File: src/rtl/rrts_pkg.sv
// Shared constants, codes and controller/datapath interface types for the thread scheduler.
`default_nettype none
package rrts_pkg;

    localparam int THREAD_SLOTS = 16;
    localparam int CPU_COUNT    = 4;
    localparam int SLOT_W       = 4;
    localparam int CPU_W        = 2;
    localparam int CUR_W        = 5;   // slot number or NO_THREAD
    localparam int LEN_W        = 5;   // 0..THREAD_SLOTS
    localparam int COUNT_W      = 16;
    localparam int PRIO_W       = 3;
    localparam int QUANT_W      = 6;
    localparam int KIND_W       = 3;

    localparam logic [CUR_W-1:0]   NO_THREAD    = 5'd16;
    localparam logic [LEN_W-1:0]   LEN_FULL     = 5'd16;
    localparam logic [QUANT_W-1:0] QUANTUM_BASE = 6'd20;
    localparam logic [COUNT_W-1:0] WAIT_MAX     = 16'hFFFF;
    localparam logic [PRIO_W-1:0]  PRIO_TOP     = 3'd7;

    localparam logic [KIND_W-1:0] KIND_SCHEDULE = 3'd0;
    localparam logic [KIND_W-1:0] KIND_SLEEP    = 3'd1;
    localparam logic [KIND_W-1:0] KIND_WAKE     = 3'd2;
    localparam logic [KIND_W-1:0] KIND_CREATE   = 3'd3;
    localparam logic [KIND_W-1:0] KIND_KILL     = 3'd4;

    typedef struct packed {
        logic load;      // latch a new transaction
        logic find;      // one step of the ready-list search
        logic exec;      // apply sleep/wake/create/kill
        logic setup;     // set up the schedule walk
        logic walk;      // one step of the schedule walk
        logic out_load;  // move the result into the output register
    } cmd_t;

    typedef struct packed {
        logic find_done;
        logic walk_done;
        logic is_sched;
        logic out_free;
    } sts_t;

endpackage
`default_nettype wire

File: src/rtl/rrts_ctrl.sv
// Sequencing state machine for the thread scheduler.
`default_nettype none
module rrts_ctrl (
    input  wire                 clk,
    input  wire                 rst_n,
    input  wire                 in_valid,
    output logic                in_ready,
    input  rrts_pkg::sts_t      sts,
    output rrts_pkg::cmd_t      cmd
);

    typedef enum logic [5:0] {
        ST_IDLE  = 6'b000001,
        ST_FIND  = 6'b000010,
        ST_EXEC  = 6'b000100,
        ST_SETUP = 6'b001000,
        ST_WALK  = 6'b010000,
        ST_DONE  = 6'b100000
    } state_t;

    state_t state_reg, state_next;

    always_comb
    begin
        state_next = state_reg;
        cmd        = '0;
        in_ready   = 1'b0;
        unique case (state_reg)
            ST_IDLE:
            begin
                in_ready = 1'b1;
                if (in_valid)
                begin
                    cmd.load   = 1'b1;
                    state_next = ST_FIND;
                end
            end
            ST_FIND:
            begin
                cmd.find = 1'b1;
                if (sts.find_done)
                    state_next = sts.is_sched ? ST_SETUP : ST_EXEC;
            end
            ST_EXEC:
            begin
                cmd.exec   = 1'b1;
                state_next = ST_DONE;
            end
            ST_SETUP:
            begin
                cmd.setup  = 1'b1;
                state_next = ST_WALK;
            end
            ST_WALK:
            begin
                cmd.walk = 1'b1;
                if (sts.walk_done)
                    state_next = ST_DONE;
            end
            ST_DONE:
            begin
                if (sts.out_free)
                begin
                    cmd.out_load = 1'b1;
                    state_next   = ST_IDLE;
                end
            end
            default: state_next = ST_IDLE;
        endcase
    end

    always_ff @(posedge clk or negedge rst_n)
    begin
        if (!rst_n)
            state_reg <= ST_IDLE;
        else
            state_reg <= state_next;
    end

endmodule
`default_nettype wire

File: src/rtl/rrts_datapath.sv
// Scheduler state, ready-list search and walk, and the result/output registers.
`default_nettype none
module rrts_datapath (
    input  wire                              clk,
    input  wire                              rst_n,
    input  rrts_pkg::cmd_t                   cmd,
    output rrts_pkg::sts_t                   sts,
    input  wire  [rrts_pkg::KIND_W-1:0]      in_kind,
    input  wire  [rrts_pkg::SLOT_W-1:0]      in_slot,
    input  wire  [rrts_pkg::CPU_W-1:0]       in_cpu,
    input  wire  [rrts_pkg::COUNT_W-1:0]     in_count,
    input  wire  [rrts_pkg::PRIO_W-1:0]      in_prio,
    input  wire                              in_susp,
    output logic                             out_valid,
    input  wire                              out_ready,
    output logic                             out_ok,
    output logic                             out_switched,
    output logic [rrts_pkg::SLOT_W-1:0]      out_next,
    output logic [rrts_pkg::QUANT_W-1:0]     out_quantum
);

    // latched transaction
    logic [rrts_pkg::KIND_W-1:0]  kind_reg;
    logic [rrts_pkg::SLOT_W-1:0]  slot_reg;
    logic [rrts_pkg::CPU_W-1:0]   cpu_reg;
    logic [rrts_pkg::COUNT_W-1:0] count_reg;
    logic [rrts_pkg::PRIO_W-1:0]  prio_reg;
    logic                         susp_reg;
    logic [rrts_pkg::CUR_W-1:0]   target_reg;

    // search / walk
    logic [rrts_pkg::LEN_W-1:0]   idx_reg;
    logic [rrts_pkg::SLOT_W-1:0]  pos_reg;
    logic                         found_reg;
    logic [rrts_pkg::SLOT_W-1:0]  wp_reg;
    logic [rrts_pkg::LEN_W-1:0]   steps_reg;

    // scheduler state
    logic [rrts_pkg::SLOT_W-1:0]  order_reg [rrts_pkg::THREAD_SLOTS];
    logic [rrts_pkg::LEN_W-1:0]   len_reg;
    logic [rrts_pkg::THREAD_SLOTS-1:0] blocked_reg;
    logic [rrts_pkg::THREAD_SLOTS-1:0] used_reg;
    logic [rrts_pkg::COUNT_W-1:0] wait_reg  [rrts_pkg::THREAD_SLOTS];
    logic [rrts_pkg::PRIO_W-1:0]  tprio_reg [rrts_pkg::THREAD_SLOTS];
    logic [rrts_pkg::CUR_W-1:0]   cur_reg   [rrts_pkg::CPU_COUNT];

    // result and output
    logic                         res_ok_reg, res_sw_reg;
    logic [rrts_pkg::SLOT_W-1:0]  res_next_reg;
    logic [rrts_pkg::QUANT_W-1:0] res_q_reg;
    logic                         out_valid_reg, out_ok_reg, out_sw_reg;
    logic [rrts_pkg::SLOT_W-1:0]  out_next_reg;
    logic [rrts_pkg::QUANT_W-1:0] out_q_reg;

    // single read port on the ready list
    logic [rrts_pkg::SLOT_W-1:0]  rd_addr, rd_data;
    logic                         in_range, match, running, cand_is_cur;
    logic [rrts_pkg::LEN_W-1:0]   pos_inc, wp_inc;
    logic [rrts_pkg::COUNT_W:0]   wait_sum;
    logic [rrts_pkg::COUNT_W-1:0] wait_cur, wait_sat, wait_dec;
    logic                         slot_used, slot_blocked;

    assign rd_addr  = cmd.walk ? wp_reg : idx_reg[rrts_pkg::SLOT_W-1:0];
    assign rd_data  = order_reg[rd_addr];
    assign in_range = idx_reg < len_reg;
    assign match    = in_range && ({1'b0, rd_data} == target_reg);

    always_comb
    begin
        running = 1'b0;
        for (int c = 0; c < rrts_pkg::CPU_COUNT; c++)
            if (cur_reg[c] == {1'b0, rd_data})
                running = 1'b1;
    end

    assign cand_is_cur  = ({1'b0, rd_data} == target_reg);
    assign pos_inc      = {1'b0, pos_reg} + 5'd1;
    assign wp_inc       = {1'b0, wp_reg} + 5'd1;
    assign wait_cur     = wait_reg[slot_reg];
    assign wait_sum     = {1'b0, wait_cur} + {1'b0, count_reg};
    assign wait_sat     = wait_sum[rrts_pkg::COUNT_W] ? rrts_pkg::WAIT_MAX
                                                      : wait_sum[rrts_pkg::COUNT_W-1:0];
    assign wait_dec     = (count_reg > wait_cur) ? '0 : wait_cur - count_reg;
    assign slot_used    = used_reg[slot_reg];
    assign slot_blocked = blocked_reg[slot_reg];

    assign sts.find_done = !in_range || match;
    assign sts.walk_done = (steps_reg >= len_reg) || cand_is_cur || !running;
    assign sts.is_sched  = (kind_reg == rrts_pkg::KIND_SCHEDULE);
    assign sts.out_free  = !out_valid_reg || out_ready;

    always_ff @(posedge clk or negedge rst_n)
    begin
        if (!rst_n)
        begin
            for (int i = 0; i < rrts_pkg::THREAD_SLOTS; i++)
            begin
                order_reg[i] <= '0;
                wait_reg[i]  <= '0;
                tprio_reg[i] <= '0;
            end
            tprio_reg[0] <= rrts_pkg::PRIO_TOP;
            len_reg      <= 5'd1;
            blocked_reg  <= '0;
            used_reg     <= {{(rrts_pkg::THREAD_SLOTS-1){1'b0}}, 1'b1};
            for (int c = 0; c < rrts_pkg::CPU_COUNT; c++)
                cur_reg[c] <= rrts_pkg::NO_THREAD;
            cur_reg[0]    <= '0;
            idx_reg       <= '0;
            steps_reg     <= '0;
            out_valid_reg <= 1'b0;
        end
        else
        begin
            if (cmd.load)
                idx_reg <= '0;
            else if (cmd.find && !sts.find_done)
                idx_reg <= idx_reg + 5'd1;

            if (cmd.setup)
                steps_reg <= '0;
            else if (cmd.walk && !sts.walk_done)
                steps_reg <= steps_reg + 5'd1;

            if (cmd.walk && (steps_reg < len_reg) && !cand_is_cur && !running)
                cur_reg[cpu_reg] <= {1'b0, rd_data};

            if (cmd.exec)
            begin
                unique case (kind_reg)
                    rrts_pkg::KIND_SLEEP:
                    begin
                        if (slot_used && count_reg != '0)
                        begin
                            wait_reg[slot_reg] <= wait_sat;
                            if (!slot_blocked)
                            begin
                                blocked_reg[slot_reg] <= 1'b1;
                                if (found_reg)
                                begin
                                    for (int i = 0; i < rrts_pkg::THREAD_SLOTS - 1; i++)
                                        if (i >= int'(pos_reg))
                                            order_reg[i] <= order_reg[i+1];
                                    len_reg <= len_reg - 5'd1;
                                end
                            end
                        end
                    end
                    rrts_pkg::KIND_WAKE:
                    begin
                        if (slot_used && count_reg != '0 && slot_blocked)
                        begin
                            wait_reg[slot_reg] <= wait_dec;
                            if (wait_dec == '0)
                            begin
                                blocked_reg[slot_reg] <= 1'b0;
                                if (len_reg < rrts_pkg::LEN_FULL)
                                begin
                                    for (int i = 1; i < rrts_pkg::THREAD_SLOTS; i++)
                                        order_reg[i] <= order_reg[i-1];
                                    order_reg[0] <= slot_reg;
                                    len_reg      <= len_reg + 5'd1;
                                end
                            end
                        end
                    end
                    rrts_pkg::KIND_CREATE:
                    begin
                        if (!slot_used)
                        begin
                            used_reg[slot_reg]  <= 1'b1;
                            tprio_reg[slot_reg] <= prio_reg;
                            if (susp_reg)
                            begin
                                wait_reg[slot_reg]    <= 16'd1;
                                blocked_reg[slot_reg] <= 1'b1;
                            end
                            else
                            begin
                                wait_reg[slot_reg]    <= '0;
                                blocked_reg[slot_reg] <= 1'b0;
                                if (len_reg < rrts_pkg::LEN_FULL)
                                begin
                                    order_reg[len_reg[rrts_pkg::SLOT_W-1:0]] <= slot_reg;
                                    len_reg <= len_reg + 5'd1;
                                end
                            end
                        end
                    end
                    rrts_pkg::KIND_KILL:
                    begin
                        if (slot_used)
                        begin
                            if (!slot_blocked && found_reg)
                            begin
                                for (int i = 0; i < rrts_pkg::THREAD_SLOTS - 1; i++)
                                    if (i >= int'(pos_reg))
                                        order_reg[i] <= order_reg[i+1];
                                len_reg <= len_reg - 5'd1;
                            end
                            blocked_reg[slot_reg] <= 1'b0;
                            used_reg[slot_reg]    <= 1'b0;
                            wait_reg[slot_reg]    <= '0;
                            for (int c = 0; c < rrts_pkg::CPU_COUNT; c++)
                                if (cur_reg[c] == {1'b0, slot_reg})
                                    cur_reg[c] <= rrts_pkg::NO_THREAD;
                        end
                    end
                    default: ;
                endcase
            end

            if (cmd.out_load)
                out_valid_reg <= 1'b1;
            else if (out_ready)
                out_valid_reg <= 1'b0;
        end
    end

    // payload and result registers, no reset
    always_ff @(posedge clk)
    begin
        if (cmd.load)
        begin
            kind_reg   <= in_kind;
            slot_reg   <= in_slot;
            cpu_reg    <= in_cpu;
            count_reg  <= in_count;
            prio_reg   <= in_prio;
            susp_reg   <= in_susp;
            target_reg <= (in_kind == rrts_pkg::KIND_SCHEDULE) ? cur_reg[in_cpu]
                                                               : {1'b0, in_slot};
        end
        if (cmd.find && sts.find_done)
        begin
            pos_reg   <= idx_reg[rrts_pkg::SLOT_W-1:0];
            found_reg <= match;
        end
        if (cmd.setup)
        begin
            wp_reg       <= (found_reg && pos_inc < len_reg)
                            ? pos_inc[rrts_pkg::SLOT_W-1:0] : '0;
            res_ok_reg   <= 1'b1;
            res_sw_reg   <= 1'b0;
            res_next_reg <= '0;
            res_q_reg    <= '0;
        end
        if (cmd.walk)
        begin
            wp_reg <= (wp_inc >= len_reg) ? '0 : wp_inc[rrts_pkg::SLOT_W-1:0];
            if ((steps_reg < len_reg) && !cand_is_cur && !running)
            begin
                res_sw_reg   <= 1'b1;
                res_next_reg <= rd_data;
                res_q_reg    <= rrts_pkg::QUANTUM_BASE + {1'b0, tprio_reg[rd_data], 2'b00};
            end
        end
        if (cmd.exec)
        begin
            res_sw_reg   <= 1'b0;
            res_next_reg <= '0;
            res_q_reg    <= '0;
            case (kind_reg) inside
                rrts_pkg::KIND_SLEEP, rrts_pkg::KIND_WAKE, rrts_pkg::KIND_KILL:
                    res_ok_reg <= slot_used;
                rrts_pkg::KIND_CREATE:
                    res_ok_reg <= !slot_used;
                default:
                    res_ok_reg <= 1'b0;
            endcase
        end
        if (cmd.out_load)
        begin
            out_ok_reg   <= res_ok_reg;
            out_sw_reg   <= res_sw_reg;
            out_next_reg <= res_next_reg;
            out_q_reg    <= res_q_reg;
        end
    end

    assign out_valid    = out_valid_reg;
    assign out_ok       = out_ok_reg;
    assign out_switched = out_sw_reg;
    assign out_next     = out_next_reg;
    assign out_quantum  = out_q_reg;

    a_len_bound: assert property (@(posedge clk) disable iff (!rst_n)
        len_reg <= rrts_pkg::LEN_FULL)
        else $error("ready list longer than slot count");

    a_blocked_used: assert property (@(posedge clk) disable iff (!rst_n)
        (blocked_reg & ~used_reg) == '0)
        else $error("blocked mark on a free slot");

    a_quantum_zero: assert property (@(posedge clk) disable iff (!rst_n)
        out_valid_reg && !out_sw_reg |-> out_q_reg == '0 && out_next_reg == '0)
        else $error("quantum or thread without a switch");

    a_exec_one_shot: assert property (@(posedge clk) disable iff (!rst_n)
        cmd.exec |=> !cmd.exec && !cmd.find)
        else $error("exec not followed by result hand-off");

endmodule
`default_nettype wire

File: src/rtl/round_robin_thread_scheduler_unit.sv
// Top level of the round-robin thread scheduler: stream ports, controller and datapath.
// Sequence: the ready list is searched one entry per cycle, then the exec step follows,
//   or for schedule the setup step and a walk of the ready list; then the result moves
//   to the output register once that register is free.
// Throughput: one transaction at a time; the controller takes a new one only in its idle state.
// Reset (rst_n low, asynchronous): slot 0 alone exists, is ready and runs on CPU 0.
`default_nettype none
module round_robin_thread_scheduler_unit (
    input  wire         clk,
    input  wire         rst_n,
    input  wire         s_tvalid,
    output logic        s_tready,
    // thread_slot[3:0], cpu_index[5:4], count[21:6], priority_req[24:22],
    // start_suspended[25], zero fill [31:26]
    input  wire  [31:0] s_tdata,
    // kind[2:0]
    input  wire  [2:0]  s_tuser,
    output logic        m_tvalid,
    input  wire         m_tready,
    // ok[0], switched[1], next_thread[5:2], quantum[11:6], zero fill [15:12]
    output logic [15:0] m_tdata
);

    rrts_pkg::cmd_t cmd;
    rrts_pkg::sts_t sts;

    logic                             ok, switched;
    logic [rrts_pkg::SLOT_W-1:0]      next_thread;
    logic [rrts_pkg::QUANT_W-1:0]     quantum;

    // Controller accepts only when idle; the output register lets the next
    // transaction in while a result still waits downstream.
    rrts_ctrl u_ctrl (
        .clk      (clk),
        .rst_n    (rst_n),
        .in_valid (s_tvalid),
        .in_ready (s_tready),
        .sts      (sts),
        .cmd      (cmd)
    );

    rrts_datapath u_dp (
        .clk          (clk),
        .rst_n        (rst_n),
        .cmd          (cmd),
        .sts          (sts),
        .in_kind      (s_tuser),
        .in_slot      (s_tdata[3:0]),
        .in_cpu       (s_tdata[5:4]),
        .in_count     (s_tdata[21:6]),
        .in_prio      (s_tdata[24:22]),
        .in_susp      (s_tdata[25]),
        .out_valid    (m_tvalid),
        .out_ready    (m_tready),
        .out_ok       (ok),
        .out_switched (switched),
        .out_next     (next_thread),
        .out_quantum  (quantum)
    );

    assign m_tdata = {4'd0, quantum, next_thread, switched, ok};

endmodule
`default_nettype wire

File: config.mk
export PLATFORM = sky130hd
export DESIGN_NAME = round_robin_thread_scheduler_unit
export DESIGN_NICKNAME = d
export VERILOG_FILES = /design/src/rtl/rrts_pkg.sv /design/src/rtl/rrts_ctrl.sv /design/src/rtl/rrts_datapath.sv /design/src/rtl/round_robin_thread_scheduler_unit.sv
export SDC_FILE = /design/constraint.sdc
export NUM_CORES = 2
export LEC_CHECK = 0
export BUFFER_PORTS_ARGS = -buffer_cell sky130_fd_sc_hd__buf_2
export CORE_AREA = 2 2 209 211
export DETAILED_ROUTE_END_ITERATION = 10
export DIE_AREA = 0 0 211 213
export PLACE_DENSITY_LB_ADDON = 0.15
export SYNTH_ARGS = -nofsm -noshare
export SYNTH_HDL_FRONTEND = slang
export SYNTH_HIERARCHICAL = 1
export SYNTH_SLANG_ARGS = --single-unit
export TNS_END_PERCENT = 10
File: constraint.sdc
create_clock -name clk -period 13.2 [get_ports clk]
set_input_delay 2.64 -clock clk [delete_from_list [all_inputs] [get_ports clk]]
set_output_delay 2.64 -clock clk [all_outputs]
set_load 0.05 [all_outputs]
==> reports/qor.yml <==
clock_tree:
  path_clk_slew_ns: 0.06
  hold_buffers: 0
  tritoncts: "built"
  clock_latency_ns: 0.61
  cts_made_buffers: 54
  root_buffer: "clkbuf_16"
  ctsResizeCount: 0
  clock_path_buffers: 3
  cts.sinks: 509
  htree_num_levels: 2
  postCtsSetupRepairBufs: 0
sta:
  fin_skew_ns: 0.01175
  hold_viol_final: 0
  setup-violations-final: 0
  tns_ns: 0
  clock.fmax_mhz: 156.0
  tightest_slew_ns: 1.212
  final-max-slew-violation-count: 0
  min_period_over_period_pct: 48.55
  relSlewSlack_pct: 18.84
  rsz0062_at_grt: "false"
  min_period_ns: 6.409
  setup_slack_ns: 6.791
worst_setup_path:
  crit_fanout: 106
  cp.arrival_ns: 6.83
  end_kind: "flip-flop"
  criticalPathCategory: "flip-flop to flip-flop"
  setup.worst_path.start_class: "flip-flop"
  required_ns: 13.62
global_route:
  grt_usage_pct: 33.40
  antenna_found_initial: 0
  grt-ovfl-total: 0
  grt_pass1_vias: 21350
  grt_max_degree: 107
  grt_pass1_wl_microns: 117100
die:
  start_util_pct: 64.12
  rows: 76
  die_area_sq_um: 44940
  num_io_pins: 57
  core_sq_um: 42700
  die_h_microns: 213
  die_w_microns: 211
synthesis:
  seq_area_frac_synth_pct: 47.39
  ys_ff_latch: 509
  synth-warning-count: 6
  syn_area_sq_um: 27380
  synth-main-ff-cell: "dfrtp_1"
  synth_edf_count: 56
  postSynthCellCount: 2628
  post_synth.cell_area_avg_sq_um: 10.42
  ys_types: 82
  ys_async_sr_fraction_pct: 86.84
detailed_routing:
  first_iter_violations: 2394
  wl_microns: 73130
  vias_per_cell: 6.692
  drc: 0
  antenna_left: 0
  post_drt_wl_per_cell_microns: 23.10
  vias: 21180
  first_pass_iters: 8
layout:
  finalNetCount: 2679
  layout_common_cells: "dfrtp_1 (433), nand2_1 (344), o21ai_0 (302)"
  syn2layout_area_growth_pct: 8.669
  layout.cells.non_filler: 3165
  final_util_pct: 69.68
  drive_above_1_share_pct: 14.78
  antenna_cells: 0
  layout_commonest_cell: "dfrtp_1"
  largest_reg_flops: 256
flow_run:
  cap_violations: 0
placed_design:
  numPortBuffers: 46
  placed_cells: 3064
  hpwl_microns: 46940
  place.gp.congestion: 0.9418
  preCtsSetupSlack_ns: 6.997
status:
  status: "complete, no violations"
min_path:
  hold_path.class: "flip-flop to flip-flop"
power_and_ir_drop:
  cellPowerDensity_nw_per_um2: 157.5
  vdd_drop_max_uv: 126.8
  p_total_mw: 4.686
  leakage_nw: 12.82
-- synth_stat cells, types with 56 or more instances --
cell / number / area (sq um)
dfrtp_1: 433 / 10840
nand2_1: 344 / 1291
o21ai_0: 302 / 1511
clkbuf_1: 163 / 611.8
nor2_1: 131 / 491.7
mux4_2: 110 / 2477
a21oi_1: 109 / 545.5
inv_1: 72 / 270.3
mux2_2: 70 / 788.3
ha_1: 63 / 788.3
nor3_1: 63 / 315.3
edfxtp_1: 56 / 1682
-- final timing paths --
check,from,endpoint,slack (ns),cells past startpoint
min in group asynchronous,rst_n,u_dp/order_reg[25],2.02,1
max in group asynchronous,rst_n,u_dp/wait_reg[145],8.89,3
hold / removal,u_dp/res_q_reg[0],u_dp/out_quantum[0],0.42,0
hold reg to reg,u_dp/res_q_reg[0],u_dp/out_quantum[0],0.42,0
setup reg to reg,u_dp/slot_reg[0],u_dp/wait_reg[207],6.79,17
setup / recovery,u_dp/slot_reg[0],u_dp/wait_reg[207],6.79,17
-- metrics by stage --
stage               instance area [sq um]  hold slack [ns]
floorplan                           27390           0.4001
global placement                    27900           0.4094
detailed placement                  27900           0.4091
CTS                                 29750           0.4261
global route                        29750           0.4382
finish                              29750           0.4213
-- critical path, stage by stage, from the launching register on --
cell,delay (ns)
edfxtp_1,0.37
buf_12,0.58
mux4_2,0.61
mux4_2,0.54
inv_1,0.08
ha_1,0.20
fa_1,0.26
nand2b_1,0.15
a21oi_1,0.09
o21ai_0,0.29
a211o_1,0.24
a21o_1,0.16
and2_0,0.36
nand2b_1,0.54
o211ai_1,0.20
a31o_2,0.24
a21oi_1,0.91
o21ai_0,0.24
-- layer usage --
metal,GRT usage (%),wire length (microns)
met4,14.18,2924
met1,43.78,29340
met2,55.96,36020
met3,5.177,4843
met5,0,0
-- kinds of logic after synthesis --
kind of cell    after synthesis  synth area share (%)
buf+inv                     276                 4.008
fa+ha+maj                    66                 3.098
flops                       509                 47.39
simple gates                753                 12.68
mux                         229                 13.72
other cells                   1               0.01370
xor+xnor                     82                 2.623
compound gates              712                 16.47
-- where the power goes --
| group | total [mW] | switching (mW) | internal [mW] | leakage [nW] |
|---|---|---|---|---|
| logic | 1.27 | 0.833 | 0.437 | 5.17 |
| clock network | 1.57 | 0.639 | 0.935 | 0.920 |
| registers | 1.84 | 0.125 | 1.72 | 6.73 |
| total | 4.69 | 1.60 | 3.09 | 12.8 |
-- layout make-up --
cell class                 instances  area (sq um)
multi-input combinational       1846         13380
sequential                       509         12970
fill                            3168         12940
clock buffer                      79          1587
tap                              546         683.2
timing repair buffer              89         588.1
inverter                          74         277.8
clock inverter                    22         266.5
No activity file was read; power rests on OpenSTA's default activity.
